[config.mk]
export PLATFORM = sky130hd
export DESIGN_NAME = hunt_and_kill_maze_carver_flat
export DESIGN_NICKNAME = d
export VERILOG_FILES = /design/src/design/hkmc_pkg.sv /design/src/design/hkmc_in_if.sv /design/src/design/hkmc_out_if.sv /design/src/design/hunt_and_kill_maze_carver.sv /design/src/flat_wrapper.sv
export SDC_FILE = /design/constraint.sdc
export NUM_CORES = 2
export LEC_CHECK = 0
export BUFFER_PORTS_ARGS = -buffer_cell sky130_fd_sc_hd__buf_2
export CORE_AREA = 2 2 336 338
export CTS_CLUSTER_DIAMETER = 150
export DETAILED_ROUTE_END_ITERATION = 10
export DIE_AREA = 0 0 338 340
export GPL_TIMING_DRIVEN = 0
export PLACE_DENSITY = 0.67
export SETUP_SLACK_MARGIN = 0.4
export SYNTH_ARGS = -nofsm -noshare
export SYNTH_HDL_FRONTEND = slang
export SYNTH_SLANG_ARGS = --single-unit
[constraint.sdc]
create_clock -name clk -period 8.5 [get_ports clk]
set_input_delay 0 -clock clk [delete_from_list [all_inputs] [get_ports clk]]
set_output_delay 0 -clock clk [all_outputs]
set_load 0.005 [all_outputs]
[src/design/hkmc_pkg.sv]
// Types, codes and direction tables shared by the hunt-and-kill maze carver.
`default_nettype none
package hkmc_pkg;

  localparam int CW = 6;

  localparam logic KIND_START = 1'b0;
  localparam logic KIND_STEP  = 1'b1;

  localparam logic [1:0] STAT_STARTED  = 2'd0;
  localparam logic [1:0] STAT_CARVED   = 2'd1;
  localparam logic [1:0] STAT_HUNTED   = 2'd2;
  localparam logic [1:0] STAT_FINISHED = 2'd3;

  localparam logic [1:0] DIR_UP    = 2'd0;
  localparam logic [1:0] DIR_DOWN  = 2'd1;
  localparam logic [1:0] DIR_LEFT  = 2'd2;
  localparam logic [1:0] DIR_RIGHT = 2'd3;

  localparam logic [3:0][1:0] ORDER_INIT = {DIR_RIGHT, DIR_LEFT, DIR_DOWN, DIR_UP};

  typedef struct packed {
    logic          kind;
    logic [CW-1:0] start_x;
    logic [CW-1:0] start_y;
    logic [7:0]    swap_picks;
  } cmd_t;

  typedef struct packed {
    logic [1:0]    status;
    logic [CW-1:0] wall_x;
    logic [CW-1:0] wall_y;
    logic [CW-1:0] cell_x;
    logic [CW-1:0] cell_y;
  } res_t;

  typedef enum logic [3:0] {
    ST_IDLE,
    ST_CLEAR,
    ST_MARK,
    ST_TRY_RD,
    ST_TRY_CHK,
    ST_CARVE,
    ST_HUNT_CUR,
    ST_HUNT_UP,
    ST_HUNT_DN,
    ST_HUNT_LATCH,
    ST_HUNT_SCAN,
    ST_OUT
  } state_t;

  function automatic logic signed [7:0] ofs_x(input logic [1:0] d);
    case (d)
      DIR_LEFT:  ofs_x = -8'sd2;
      DIR_RIGHT: ofs_x = 8'sd2;
      default:   ofs_x = 8'sd0;
    endcase
  endfunction

  function automatic logic signed [7:0] ofs_y(input logic [1:0] d);
    case (d)
      DIR_UP:   ofs_y = -8'sd2;
      DIR_DOWN: ofs_y = 8'sd2;
      default:  ofs_y = 8'sd0;
    endcase
  endfunction

endpackage
`default_nettype wire

[src/design/hkmc_in_if.sv]
// Command channel of the maze carver: valid/ready with a command item.
`default_nettype none
interface hkmc_in_if;
  logic          valid;
  logic          ready;
  hkmc_pkg::cmd_t data;

  modport source (output valid, output data, input ready);
  modport sink   (input valid, input data, output ready);
endinterface
`default_nettype wire

[src/design/hkmc_out_if.sv]
// Result channel of the maze carver: valid/ready with a result item.
`default_nettype none
interface hkmc_out_if;
  logic          valid;
  logic          ready;
  hkmc_pkg::res_t data;

  modport source (output valid, output data, input ready);
  modport sink   (input valid, input data, output ready);
endinterface
`default_nettype wire

[src/design/hunt_and_kill_maze_carver.sv]
// Hunt-and-kill maze carver: top level with grid row memory and step sequencer.
//
// Usage: each item on cmd gives exactly one item on res. A start item (kind 0)
// clears the GRID_H x GRID_W grid one row per cycle, marks the start cell and
// answers "started". A step item (kind 1) shuffles the direction order, then
// probes up to four neighbors, each one grid-row read, and carves. When no
// neighbor is open, a hunt walks the odd rows; per row it reads three grid
// rows and then scans one odd column per cycle. The row memory has a single
// read port.
// cmd.ready is high only while the sequencer is idle; one item is worked at a
// time. Results sit in an output register, so the next command is taken while
// a result waits; a stalled receiver holds the sequencer at its result slot.
// Reset: no maze, direction order up, down, left, right, current cell zero;
// steps before the first start report "finished". The grid is cleared by each
// start item, never at reset.
`default_nettype none
module hunt_and_kill_maze_carver #(
  parameter int GRID_W = 31,
  parameter int GRID_H = 31
) (
  input  wire        clk,
  input  wire        rst,
  hkmc_in_if.sink    cmd,
  hkmc_out_if.source res
);

  localparam int CW  = hkmc_pkg::CW;
  localparam int CIW = $clog2(GRID_W);
  localparam int RW  = $clog2(GRID_H);
  localparam int TOP_X = ((GRID_W - 2) % 2 == 0) ? GRID_W - 3 : GRID_W - 2;
  localparam int TOP_Y = ((GRID_H - 2) % 2 == 0) ? GRID_H - 3 : GRID_H - 2;

  hkmc_pkg::state_t state, state_next;

  // grid row memory
  logic [GRID_W-1:0] grid [GRID_H];
  logic [GRID_W-1:0] rd_data;
  logic [RW-1:0]     rd_addr;
  logic              wr_en, wr_clr;
  logic [RW-1:0]     wr_row;
  logic [CIW-1:0]    wr_col;

  always_ff @(posedge clk) begin
    rd_data <= grid[rd_addr];
    if (wr_clr) begin
      grid[wr_row] <= '0;
    end else if (wr_en) begin
      grid[wr_row][wr_col] <= 1'b1;
    end
  end

  logic [CW-1:0]     here_x, here_x_next, here_y, here_y_next;
  logic              finished, finished_next;
  logic [3:0][1:0]   dir_order, dir_order_next, shuf;
  logic [1:0]        try_i, try_i_next;
  logic [CW-1:0]     hunt_r, hunt_r_next, hunt_c, hunt_c_next;
  logic [RW-1:0]     clr_row, clr_row_next;
  logic [GRID_W-1:0] row_cur, row_up, row_dn;
  logic [1:0]        r_status, r_status_next;
  logic [CW-1:0]     r_wx, r_wx_next, r_wy, r_wy_next;
  logic              out_valid;
  hkmc_pkg::res_t    out_data;
  logic              out_load;

  logic [CW-1:0]     sx, sy;
  logic [1:0]        dir;
  logic signed [7:0] nx8, ny8, wx8, wy8, ox, oy;
  logic              nb_ok, nb_open;
  logic [6:0]        hc7, hr7, hl7, hrt7, c_adv, r_adv, up_row, dn_row;
  logic              col_in, row_in, open_u, open_d, open_l, open_r, hunt_hit;
  logic              hunt_last_col, hunt_last_row;

  always_comb begin : shuffle_blk
    logic [1:0] t;
    logic [1:0] j;
    shuf = dir_order;
    for (int k = 0; k < 4; k++) begin
      j = cmd.data.swap_picks[2*k +: 2];
      t = shuf[k];
      shuf[k] = shuf[j];
      shuf[j] = t;
    end
  end

  assign sx = cmd.data.start_x | CW'(1);
  assign sy = cmd.data.start_y | CW'(1);

  // neighbor probe for the current direction slot
  assign dir = dir_order[try_i];
  assign ox  = hkmc_pkg::ofs_x(dir);
  assign oy  = hkmc_pkg::ofs_y(dir);
  assign nx8 = $signed({2'b00, here_x}) + ox;
  assign ny8 = $signed({2'b00, here_y}) + oy;
  assign wx8 = $signed({2'b00, here_x}) + (ox >>> 1);
  assign wy8 = $signed({2'b00, here_y}) + (oy >>> 1);
  assign nb_ok = (nx8 > 0) && (nx8 < GRID_W - 1) && (ny8 > 0) && (ny8 < GRID_H - 1);
  assign nb_open = !rd_data[nx8[CIW-1:0]];

  // hunt scan at (hunt_c, hunt_r)
  assign hc7    = {1'b0, hunt_c};
  assign hr7    = {1'b0, hunt_r};
  assign hl7    = (hc7 >= 7'd3) ? hc7 - 7'd2 : hc7;
  assign hrt7   = (hc7 + 7'd2 <= GRID_W - 2) ? hc7 + 7'd2 : hc7;
  assign up_row = (hr7 >= 7'd3) ? hr7 - 7'd2 : hr7;
  assign dn_row = (hr7 + 7'd2 < GRID_H) ? hr7 + 7'd2 : hr7;
  assign col_in = hc7 <= GRID_W - 2;
  assign row_in = hr7 <= GRID_H - 2;
  assign open_u = col_in && (hr7 >= 7'd3) && !row_up[hunt_c[CIW-1:0]];
  assign open_d = col_in && (hr7 + 7'd2 <= GRID_H - 2) && !row_dn[hunt_c[CIW-1:0]];
  assign open_l = row_in && (hc7 >= 7'd3) && !row_cur[hl7[CIW-1:0]];
  assign open_r = row_in && (hc7 + 7'd2 <= GRID_W - 2) && !row_cur[hrt7[CIW-1:0]];
  assign hunt_hit = row_cur[hunt_c[CIW-1:0]] && (open_u || open_d || open_l || open_r);
  assign c_adv  = hc7 + 7'd2;
  assign r_adv  = hr7 + 7'd2;
  assign hunt_last_col = c_adv >= GRID_W;
  assign hunt_last_row = r_adv >= GRID_H;

  assign out_load = (state == hkmc_pkg::ST_OUT) && (!out_valid || res.ready);

  // next state
  always_comb begin
    state_next = state;
    case (state)
      hkmc_pkg::ST_IDLE: begin
        if (cmd.valid) begin
          if (cmd.data.kind == hkmc_pkg::KIND_START) begin
            state_next = hkmc_pkg::ST_CLEAR;
          end else if (finished) begin
            state_next = hkmc_pkg::ST_OUT;
          end else begin
            state_next = hkmc_pkg::ST_TRY_RD;
          end
        end
      end
      hkmc_pkg::ST_CLEAR: begin
        if (clr_row == RW'(GRID_H - 1)) state_next = hkmc_pkg::ST_MARK;
      end
      hkmc_pkg::ST_MARK:  state_next = hkmc_pkg::ST_OUT;
      hkmc_pkg::ST_TRY_RD: begin
        if (nb_ok) state_next = hkmc_pkg::ST_TRY_CHK;
        else if (try_i == 2'd3) state_next = hkmc_pkg::ST_HUNT_CUR;
      end
      hkmc_pkg::ST_TRY_CHK: begin
        if (nb_open) state_next = hkmc_pkg::ST_CARVE;
        else if (try_i == 2'd3) state_next = hkmc_pkg::ST_HUNT_CUR;
        else state_next = hkmc_pkg::ST_TRY_RD;
      end
      hkmc_pkg::ST_CARVE:      state_next = hkmc_pkg::ST_OUT;
      hkmc_pkg::ST_HUNT_CUR:   state_next = hkmc_pkg::ST_HUNT_UP;
      hkmc_pkg::ST_HUNT_UP:    state_next = hkmc_pkg::ST_HUNT_DN;
      hkmc_pkg::ST_HUNT_DN:    state_next = hkmc_pkg::ST_HUNT_LATCH;
      hkmc_pkg::ST_HUNT_LATCH: state_next = hkmc_pkg::ST_HUNT_SCAN;
      hkmc_pkg::ST_HUNT_SCAN: begin
        if (hunt_hit) state_next = hkmc_pkg::ST_OUT;
        else if (hunt_last_col) begin
          state_next = hunt_last_row ? hkmc_pkg::ST_OUT : hkmc_pkg::ST_HUNT_CUR;
        end
      end
      hkmc_pkg::ST_OUT: begin
        if (out_load) state_next = hkmc_pkg::ST_IDLE;
      end
      default: state_next = hkmc_pkg::ST_IDLE;
    endcase
  end

  // datapath and memory control
  always_comb begin
    here_x_next    = here_x;
    here_y_next    = here_y;
    finished_next  = finished;
    dir_order_next = dir_order;
    try_i_next     = try_i;
    hunt_r_next    = hunt_r;
    hunt_c_next    = hunt_c;
    clr_row_next   = clr_row;
    r_status_next  = r_status;
    r_wx_next      = r_wx;
    r_wy_next      = r_wy;
    rd_addr        = '0;
    wr_en          = 1'b0;
    wr_clr         = 1'b0;
    wr_row         = '0;
    wr_col         = '0;
    cmd.ready      = 1'b0;
    case (state)
      hkmc_pkg::ST_IDLE: begin
        cmd.ready = 1'b1;
        if (cmd.valid) begin
          r_wx_next = '0;
          r_wy_next = '0;
          if (cmd.data.kind == hkmc_pkg::KIND_START) begin
            here_x_next    = (sx > TOP_X) ? CW'(TOP_X) : sx;
            here_y_next    = (sy > TOP_Y) ? CW'(TOP_Y) : sy;
            dir_order_next = hkmc_pkg::ORDER_INIT;
            finished_next  = 1'b0;
            clr_row_next   = '0;
            r_status_next  = hkmc_pkg::STAT_STARTED;
          end else if (finished) begin
            r_status_next  = hkmc_pkg::STAT_FINISHED;
          end else begin
            dir_order_next = shuf;
            try_i_next     = 2'd0;
          end
        end
      end
      hkmc_pkg::ST_CLEAR: begin
        wr_clr       = 1'b1;
        wr_row       = clr_row;
        clr_row_next = clr_row + RW'(1);
      end
      hkmc_pkg::ST_MARK: begin
        wr_en  = 1'b1;
        wr_row = here_y[RW-1:0];
        wr_col = here_x[CIW-1:0];
      end
      hkmc_pkg::ST_TRY_RD: begin
        rd_addr = ny8[RW-1:0];
        if (!nb_ok && try_i != 2'd3) try_i_next = try_i + 2'd1;
        if (!nb_ok && try_i == 2'd3) begin
          hunt_r_next = CW'(1);
          hunt_c_next = CW'(1);
        end
      end
      hkmc_pkg::ST_TRY_CHK: begin
        if (nb_open) begin
          wr_en         = 1'b1;
          wr_row        = wy8[RW-1:0];
          wr_col        = wx8[CIW-1:0];
          r_wx_next     = wx8[CW-1:0];
          r_wy_next     = wy8[CW-1:0];
          r_status_next = hkmc_pkg::STAT_CARVED;
        end else if (try_i == 2'd3) begin
          hunt_r_next = CW'(1);
          hunt_c_next = CW'(1);
        end else begin
          try_i_next = try_i + 2'd1;
        end
      end
      hkmc_pkg::ST_CARVE: begin
        wr_en       = 1'b1;
        wr_row      = ny8[RW-1:0];
        wr_col      = nx8[CIW-1:0];
        here_x_next = nx8[CW-1:0];
        here_y_next = ny8[CW-1:0];
      end
      hkmc_pkg::ST_HUNT_CUR: rd_addr = hunt_r[RW-1:0];
      hkmc_pkg::ST_HUNT_UP:  rd_addr = up_row[RW-1:0];
      hkmc_pkg::ST_HUNT_DN:  rd_addr = dn_row[RW-1:0];
      hkmc_pkg::ST_HUNT_SCAN: begin
        if (hunt_hit) begin
          here_x_next   = hunt_c;
          here_y_next   = hunt_r;
          r_status_next = hkmc_pkg::STAT_HUNTED;
        end else if (hunt_last_col) begin
          hunt_c_next = CW'(1);
          hunt_r_next = r_adv[CW-1:0];
          if (hunt_last_row) begin
            finished_next = 1'b1;
            r_status_next = hkmc_pkg::STAT_FINISHED;
          end
        end else begin
          hunt_c_next = c_adv[CW-1:0];
        end
      end
      default: ;
    endcase
  end

  always_ff @(posedge clk) begin
    if (rst) begin
      state     <= hkmc_pkg::ST_IDLE;
      out_valid <= 1'b0;
      finished  <= 1'b1;
      here_x    <= '0;
      here_y    <= '0;
      dir_order <= hkmc_pkg::ORDER_INIT;
    end else begin
      state     <= state_next;
      finished  <= finished_next;
      here_x    <= here_x_next;
      here_y    <= here_y_next;
      dir_order <= dir_order_next;
      if (out_load) begin
        out_valid <= 1'b1;
      end else if (res.ready) begin
        out_valid <= 1'b0;
      end
    end
  end

  always_ff @(posedge clk) begin
    try_i    <= try_i_next;
    hunt_r   <= hunt_r_next;
    hunt_c   <= hunt_c_next;
    clr_row  <= clr_row_next;
    r_status <= r_status_next;
    r_wx     <= r_wx_next;
    r_wy     <= r_wy_next;
    case (state)
      hkmc_pkg::ST_HUNT_UP:    row_cur <= rd_data;
      hkmc_pkg::ST_HUNT_DN:    row_up  <= rd_data;
      hkmc_pkg::ST_HUNT_LATCH: row_dn  <= rd_data;
      default: ;
    endcase
    if (out_load) begin
      out_data.status <= r_status;
      out_data.wall_x <= r_wx;
      out_data.wall_y <= r_wy;
      out_data.cell_x <= here_x;
      out_data.cell_y <= here_y;
    end
  end

  assign res.valid = out_valid;
  assign res.data  = out_data;

endmodule
`default_nettype wire

[src/flat_wrapper.sv]
// flat-port wrapper written by rule: the top's interface ports become plain ports
module hunt_and_kill_maze_carver_flat 
#(
  parameter int GRID_W = 31,
  parameter int GRID_H = 31
)
  (clk, rst, cmd_valid, cmd_data, cmd_ready, res_valid, res_data, res_ready);
  hkmc_in_if cmd_i ();
  hkmc_out_if res_i ();
  input  wire clk;
  input  wire rst;
  input wire logic [$bits(cmd_i.valid)-1:0] cmd_valid;
  input wire logic [$bits(cmd_i.data)-1:0] cmd_data;
  output wire logic [$bits(cmd_i.ready)-1:0] cmd_ready;
  output wire logic [$bits(res_i.valid)-1:0] res_valid;
  output wire logic [$bits(res_i.data)-1:0] res_data;
  input wire logic [$bits(res_i.ready)-1:0] res_ready;
  assign cmd_i.valid = cmd_valid;
  assign cmd_i.data = cmd_data;
  assign cmd_ready = cmd_i.ready;
  assign res_valid = res_i.valid;
  assign res_data = res_i.data;
  assign res_i.ready = res_ready;
  hunt_and_kill_maze_carver #(.GRID_W(GRID_W), .GRID_H(GRID_H)) u_core (.clk(clk), .rst(rst), .cmd(cmd_i), .res(res_i));
endmodule
* Word level (Yosys, flattened, before mapping) *
Memories as Yosys holds them, arrays and structs flattened. A register that Yosys moved wholly into a read port is not among the register bits.
Index checks and enable logic that the tools add are counted.

storage, ports and cells
  RAM bits = 961
  word-level logic and storage cells = 339
  register bits = 178
  bits in read-only memories = 0
  memories = 1
  latch bits = 0
  bits of input ports = 25

memories
  memory       depth  width  read ports  clocked after Yosys merged registers in  write ports  line                             text
  u_core.grid  31     31     1           1                                        1            hunt_and_kill_maze_carver.sv:36  logic [GRID_W-1:0] grid [GRID_H];

operators by class
  eq/ne operators = 38
  $lt $le $gt $ge = 30
  multipliers = 0
  shift operators = 0
  bitwise logic cells = 31
  divide/modulo/power cells = 0
  add/subtract/negate cells = 12
  reductions and logical operators = 51
  multiplexer cells = 152

operators with widths
  kind                   count
  $mux W6                18
  $pmux W6 S3            4
  $le A32 B5 Y1 const B  2
  $mux W1                52
  $mux W2                22
  $mux W4                11
  $pmux W4 S11           1
  $mux W5                8
  $pmux W5 S4            2
  $bwmux W8              4
  $lt A32 B5 Y1 const B  1
  $pmux W8 S2            2
  $mux W31               1
  $or A1 B1 Y1           31
  $bmux W1 S5            6
  $lt A5 B6 Y1 const B   5
  $add A6 B2 Y7 const B  4
  $pmux W6 S2            2
  $bmux W2 S2            5
  $logic_and A1 B1 Y1    20
  $ne A2 B1 Y1 const B   9
  $ne A2 B2 Y1 const B   9
  $reduce_and A6 Y1      3
  $add A7 B8 Y8          2
  41 further kinds       90

* Longest topological paths before layout *
  word-level depth = 16
  depth in mapped cells = 15
  depth with buffers taken out = 14

* Worst setup path before layout *
Ideal clock, no wire load.

  kind = reg2reg
  start point = register u_core.try_i[0]
  end point = memory u_core.grid[0][11], data pin
  stages on the path, launching flop included = 13
  slack = 3.464 ns
  path buffers = 1
  data required time = 8.154 ns
  arrival time = 4.690 ns
  setup time = 0.346 ns
  path through = edfxtp_1 > mux4_2 > nor2_1 > ha_1 > a21o_1 > a21o_1 > xor2_2 > mux4_2 > mux2i_4 > a31oi_1 > or2_2 > clkbuf_1 > nor2_1

between the ends
  cells in the longest elaborated chain, start to end = 15
  elaborated cells on any way between the ends = 22
  those cells by class = 2 x add/sub; 2 x order compare; 2 x eq/ne; 15 x mux; 1 x reduce/logical

ends and longest elaborated chain
  what                                                                line                              text
  start, declared                                                     hunt_and_kill_maze_carver.sv:55   logic [1:0] try_i, try_i_next;
  start signal, assigned                                              hunt_and_kill_maze_carver.sv:292  try_i <= try_i_next;
  $bmux W2 S2 (*)                                                     hunt_and_kill_maze_carver.sv:89   assign dir = dir_order[try_i];
  $mux W2 (not written as such) (*)                                   hunt_and_kill_maze_carver.sv:89
  $eq A2 B2 Y1                                                        hkmc_pkg.sv:53                    case (d)
  $pmux W8 S2 (*)                                                     hkmc_pkg.sv:53
  $add A7 B8 Y8                                                       hunt_and_kill_maze_carver.sv:92   assign nx8 = $signed({2'b00, here_x}) + ox;
  $bmux W1 S5                                                         hunt_and_kill_maze_carver.sv:97   assign nb_open = !rd_data[nx8[CIW-1:0]];
  $mux W1 (not written as such)                                       hunt_and_kill_maze_carver.sv:97
  $mux W5                                                             hunt_and_kill_maze_carver.sv:225  if (nb_open) begin
  $pmux W5 S3                                                         hunt_and_kill_maze_carver.sv:185  case (state)
  $lt A5 B6 Y1 (not written as such) or $ge A5 B1 Y1 (tied branches)  hunt_and_kill_maze_carver.sv:48   grid[wr_row][wr_col] <= 1'b1;
  $logic_and A1 B1 Y1 (not written as such)                           hunt_and_kill_maze_carver.sv:48
  $mux W1 (not written as such)                                       hunt_and_kill_maze_carver.sv:48
  $demux W1 S5                                                        -
  $mux W31 (not written as such) (*)                                  hunt_and_kill_maze_carver.sv:48
  $mux W1 (no source line) (*)                                        -
  end, declared                                                       hunt_and_kill_maze_carver.sv:36

Every way passes the cells marked *; elsewhere a longest branch is shown, timed or not. The select of a mux whose other input is x is not followed.

* Final worst setup path *
  start point = register u_core.try_i[0]
  end point = memory u_core.grid[15][4], enable pin

between the ends
  cells in the longest elaborated chain, start to end = 15
  elaborated cells on any way between the ends = 29
  those cells by class = 4 x add/sub; 2 x order compare; 3 x eq/ne; 17 x mux; 1 x bitwise; 2 x reduce/logical

ends and longest elaborated chain
  what                                                                line
  $bmux W2 S2 (*)                                                     hunt_and_kill_maze_carver.sv:89
  $mux W2 (not written as such) (*)                                   hunt_and_kill_maze_carver.sv:89
  $eq A2 B2 Y1                                                        hkmc_pkg.sv:53
  $pmux W8 S2                                                         hkmc_pkg.sv:53
  $add A7 B8 Y8                                                       hunt_and_kill_maze_carver.sv:92
  $bmux W1 S5                                                         hunt_and_kill_maze_carver.sv:97
  $mux W1 (not written as such)                                       hunt_and_kill_maze_carver.sv:97
  $mux W5                                                             hunt_and_kill_maze_carver.sv:225
  $pmux W5 S3                                                         hunt_and_kill_maze_carver.sv:185
  $lt A5 B6 Y1 (not written as such) or $ge A5 B1 Y1 (tied branches)  hunt_and_kill_maze_carver.sv:48
  $logic_and A1 B1 Y1 (not written as such)                           hunt_and_kill_maze_carver.sv:48
  $mux W1 (not written as such)                                       hunt_and_kill_maze_carver.sv:48
  $demux W1 S5                                                        -
  $mux W31 (not written as such)                                      hunt_and_kill_maze_carver.sv:48
  $or A1 B1 Y1 (no source line)                                       -

Marked as above.

==> results by group <==
Worst setup path
  – Max FO, Critical Path: 10
  – Kind of cell adding the most delay to the critical path: simple AND/OR/NAND/NOR gates
  – Crit path required time: 8.92 ns
  – FF-to-FF End: u_core.grid[15][4]
  – Kind of end point of the critical path: flop
  – Reg-to-reg setup timing slack: 1.49 ns
  – Crit Reg-Reg Startpoint: u_core.try_i[0]
  – CP Data Arrival Time: about 7.4 ns
  – Maximum cell stage delay along the critical path: 1.22 ns
  – Max stage delay cell, worst path: sky130_fd_sc_hd__clkbuf_1
  – Cell repeated most along the worst path: sky130_fd_sc_hd__nor2_1
  – Buf/Inv on CP: 2
  – Critical setup path kind: reg2reg
  – Worst-path cell chain: mux4_2 > inv_1 > nor2_1 > ha_1 > a21o_1 > a21o_1 > xor2_2 > mux2i_1 > mux2i_4 > a221oi_1 > nor2_1 > nand2_1 > clkbuf_1 > nor2_1
  – Count of cells along the worst register-to-register path: 14
  – Worst setup SP type: flop

Detailed routing
  – First-pass DRT Iterations: 11
  – Via/cell ratio: approximately 6.3
  – Total number of vias: about 42000
  – Post-detailed-route count of antenna-violating nets: 0
  – Aggregate routed wire length: a little under 200000 um
  – WL per Instance: 28.8 um
  – DRC violation count after routing: 2
  – Violation count after the first detailed-route iteration: between 6000 and 7000

STA
  – Final Slew Violations: 66
  – RSZ-0062 raised after global routing: false
  – Ratio of final minimum period to clock period: 0.824
  – Hold Fails Final Rpt: 0
  – Min Hold Slack: approximately 0.15 ns
  – Slew of the pin with the lowest slew margin: between 1.5 and 2 ns
  – Headroom to the max-slew limit: -0.0868
  – Clock period minus final worst setup slack: 7.01 ns
  – Peak Freq: 143 MHz
  – Setup violators final: 0
  – Skew final: approximately 0.034 ns
  – Setup TNS after final layout: 0 ns

Clocking
  – Number of buffers between clock root and the deepest sink: 3
  – CTS root buf: sky130_fd_sc_hd__clkbuf_16
  – TritonCTS clock tree: yes
  – # clock sinks: around 1100
  – Number of buffers added by the clock tree synthesis step: 114
  – Number of levels the H-tree was split into: 3
  – Clock insertion delay at the later pin of the skew report: around 0.73 ns
  – Clock slew at the register clock pins of the worst setup and hold paths: about 0.06 ns

Final layout
  – Most common library cell in the layout ignoring fill and taps: sky130_fd_sc_hd__nor2_1
  – Layout cells sized above 1: 0.0806
  – Count of nets after finishing: about 5200
  – Area growth syn-to-layout: 12.7%
  – Commonest cells after routing, fill and taps aside: 1073 x sky130_fd_sc_hd__nor2_1, 1062 x sky130_fd_sc_hd__edfxtp_1, 1028 x sky130_fd_sc_hd__nand2_1

Floorplanning
  – Top-Level Pins: 53
  – Placeable Area: between 100000 and 150000 sq um
  – Die ar.: around 110000 sq um
  – Starting density of the core: 0.466
  – Width of the die: roughly 340 um
  – Die Span Y: ~340 um
  – Standard-cell row count: 123

Hold path
  – Worst hold path cell count: 6
  – Path class of the lowest-slack min-delay path: in2reg
  – Startpoint of the tightest hold check path: cmd_data[3]
  – Worst Hold Endpoint: u_core.dir_order[3]

Power
  – Power Dens Cells: 307 nW/um^2
  – IR drop worst, VDD: between 150 and 200 uV
  – Reported leakage power: roughly 20 nW

GRT
  – Remaining global-route overflow: 0
  – Number of antenna violations at the first check in global routing: 1
  – Wire length of the first global-routing pass: around 270000 um
  – Via count of the first global-routing pass: slightly below 40000
  – Total track usage: 0.333
  – Largest net degree at the start of global routing: 32

Logic synthesis
  – Number of instances in the synthesized netlist: 4941
  – Synth async-reset ratio: 0
  – Yosys warning count: 0
  – Post-synth EDFFs: between 1000 and 1500
  – Most used DFF post-synth: sky130_fd_sc_hd__edfxtp_1
  – Synthesized netlist net count: around 5000
  – Proportion of synthesized chip area in sequential cells: 0.635
  – Cell variety after synth: 96
  – Mean post-synth cell area: 10.5 sq um
  – Number of synthesized register bits: 1118
  – Synthesized area: ~52000 sq um

Job
  – # Max-Cap Violations: 7

Place
  – Buffers on Ports: between 40 and 50
  – DP HPWL: between 100000 and 150000 um
  – Final RePlAce weighted congestion: roughly 1.0

Run status
  – Outcome: finished with violations
  – Failing checks: design-rule violations, max-capacitance violations, max-slew violations
## cell type report
| type | instances | area, sq um |
|---|---|---|
| clock inverters | 56 | 594 |
| fillers | 9935 | 52900 |
| flip-flops and latches | 1118 | 33000 |
| plain buffers | 446 | 1810 |
| diodes | 3 | 7.51 |
| well taps | 1500 | 1880 |
| clock buffers | 150 | 3130 |
| multi-input cells | 3335 | 17100 |
| inverters | 42 | 158 |
| repair buffers | 101 | 938 |
## flip-flops by register name, indices dropped and copies added (netlist names)
register          cells
u_core.clr_row        5
u_core.dir_order      8
u_core.finished       1
u_core.grid         961
u_core.here_x         5
u_core.here_y         6
u_core.hunt_c         5
u_core.hunt_r         5
u_core.r_status       2
u_core.r_wx           6
u_core.r_wy           6
u_core.rd_data       31
u_core.res.data      25
u_core.res.valid      1
u_core.row_cur       15
u_core.row_dn        15
u_core.row_up        15
u_core.state          4
u_core.try_i          2
## worst reg2reg max path, stage by stage (launching register included)
cell                       delay (ns)
sky130_fd_sc_hd__edfxtp_1        0.45
sky130_fd_sc_hd__mux4_2          0.44
sky130_fd_sc_hd__inv_1           0.12
sky130_fd_sc_hd__nor2_1          0.64
sky130_fd_sc_hd__ha_1            0.41
sky130_fd_sc_hd__a21o_1          0.20
sky130_fd_sc_hd__a21o_1          0.21
sky130_fd_sc_hd__xor2_2          0.45
sky130_fd_sc_hd__mux2i_1         0.41
sky130_fd_sc_hd__mux2i_4         0.18
sky130_fd_sc_hd__a221oi_1        0.99
sky130_fd_sc_hd__nor2_1          0.39
sky130_fd_sc_hd__nand2_1         0.43
sky130_fd_sc_hd__clkbuf_1        1.22
sky130_fd_sc_hd__nor2_1          0.16
## logic make-up (layout without fill, tap and decap cells)
kind of cell,count (synthesis),count (layout),share of synthesized area
AOI/OAI and AO/OA,557,557,0.0813
and+or+nand+nor,2642,2642,0.209
other,1,4,0.0000721
adders and majority gates,35,35,0.00890
muxes,76,76,0.0230
DFF,1118,1118,0.635
buffers and inverters,488,795,0.0378
xor gates and xnor gates,24,24,0.00491
## synthesized netlist by cell type (all sizes together) (5+ instances only)
cell type  instances  area, sq um
nor2            1098         4120
edfxtp          1062        31900
nand2           1028         3860
clkbuf           344         1290
nand3            264         1320
a311oi           216         1890
and3             105          657
a21oi            102          514
buf              102          519
dfxtp             56         1120
a31oi             54          338
nor3              46          241
a21o              42          315
inv               42          158
o21ai             36          180
mux2i             32          337
ha                29          363
mux4              26          616
and2              24          153
nand2b            21          134
nor2b             19          119
mux2              18          244
xor2              13          140
o211ai            12         90.1
xnor2             11          115
a22oi              9         67.6
a211oi             8         72.6
o22ai              8         56.3
a221oi             7         85.1
a21boi             6         45.0
o21a               6         45.0
o21bai             6         45.0
o32ai              6         71.3
nand3b             5         37.5
o221ai             5         43.8
or2                5         31.3
## timing repair
item | 4_1_cts | 5_1_grt
hold endpoints to repair | 42 | 0
setup buffers | 0 | 0
resized for setup | 0 | 0
hold buffers | 29 | 0
## where the power goes
| group | leakage (nW) | switching, W | internal (W) |
|---|---|---|---|
| combinational | 9.30 | 0.00482 | 0.00152 |
| sequential | 8.45 | 0.000193 | 0.00637 |
| clock | 1.83 | 0.00221 | 0.00292 |
## worst max path at each step
stage	from	end	cells past startpoint
final	u_core.try_i[0]	u_core.grid[15][4]	14
after global routing	u_core.try_i[0]	u_core.grid[14][7]	15
after CTS	u_core.try_i[0]	u_core.grid[18][15]	14
after detailed placement	u_core.try_i[0]	u_core.grid[18][15]	14
after global placement	u_core.try_i[0]	u_core.grid[3][18]	14
after floorplan	u_core.try_i[0]	u_core.grid[0][11]	12
## layer usage
metal	wire, um	vias to the layer above	share of wire	global-route usage
met4	13200	0	0.068	0.192
li1	-	17800	-	-
met1	69400	20500	0.36	0.428
met2	83800	3233	0.43	0.494
met3	28300	695	0.15	0.110
met5	0	-	0	0
## through the flow
stage	setup WS, ns	area, sq um	util	power [W]	instances
2_1_floorplan	3.46	52000	-	0.00996	4941
3_3_place_gp	1.07	54100	0.485	0.0125	6487
3_5_place_dp	1.77	54600	0.489	0.0126	6513
4_1_cts	1.77	58600	0.525	0.0176	6748
5_1_grt	1.47	58600	0.525	0.0184	6748
6_report	1.49	58600	0.526	0.0180	6751
Power figures use the tool's default switching activity.
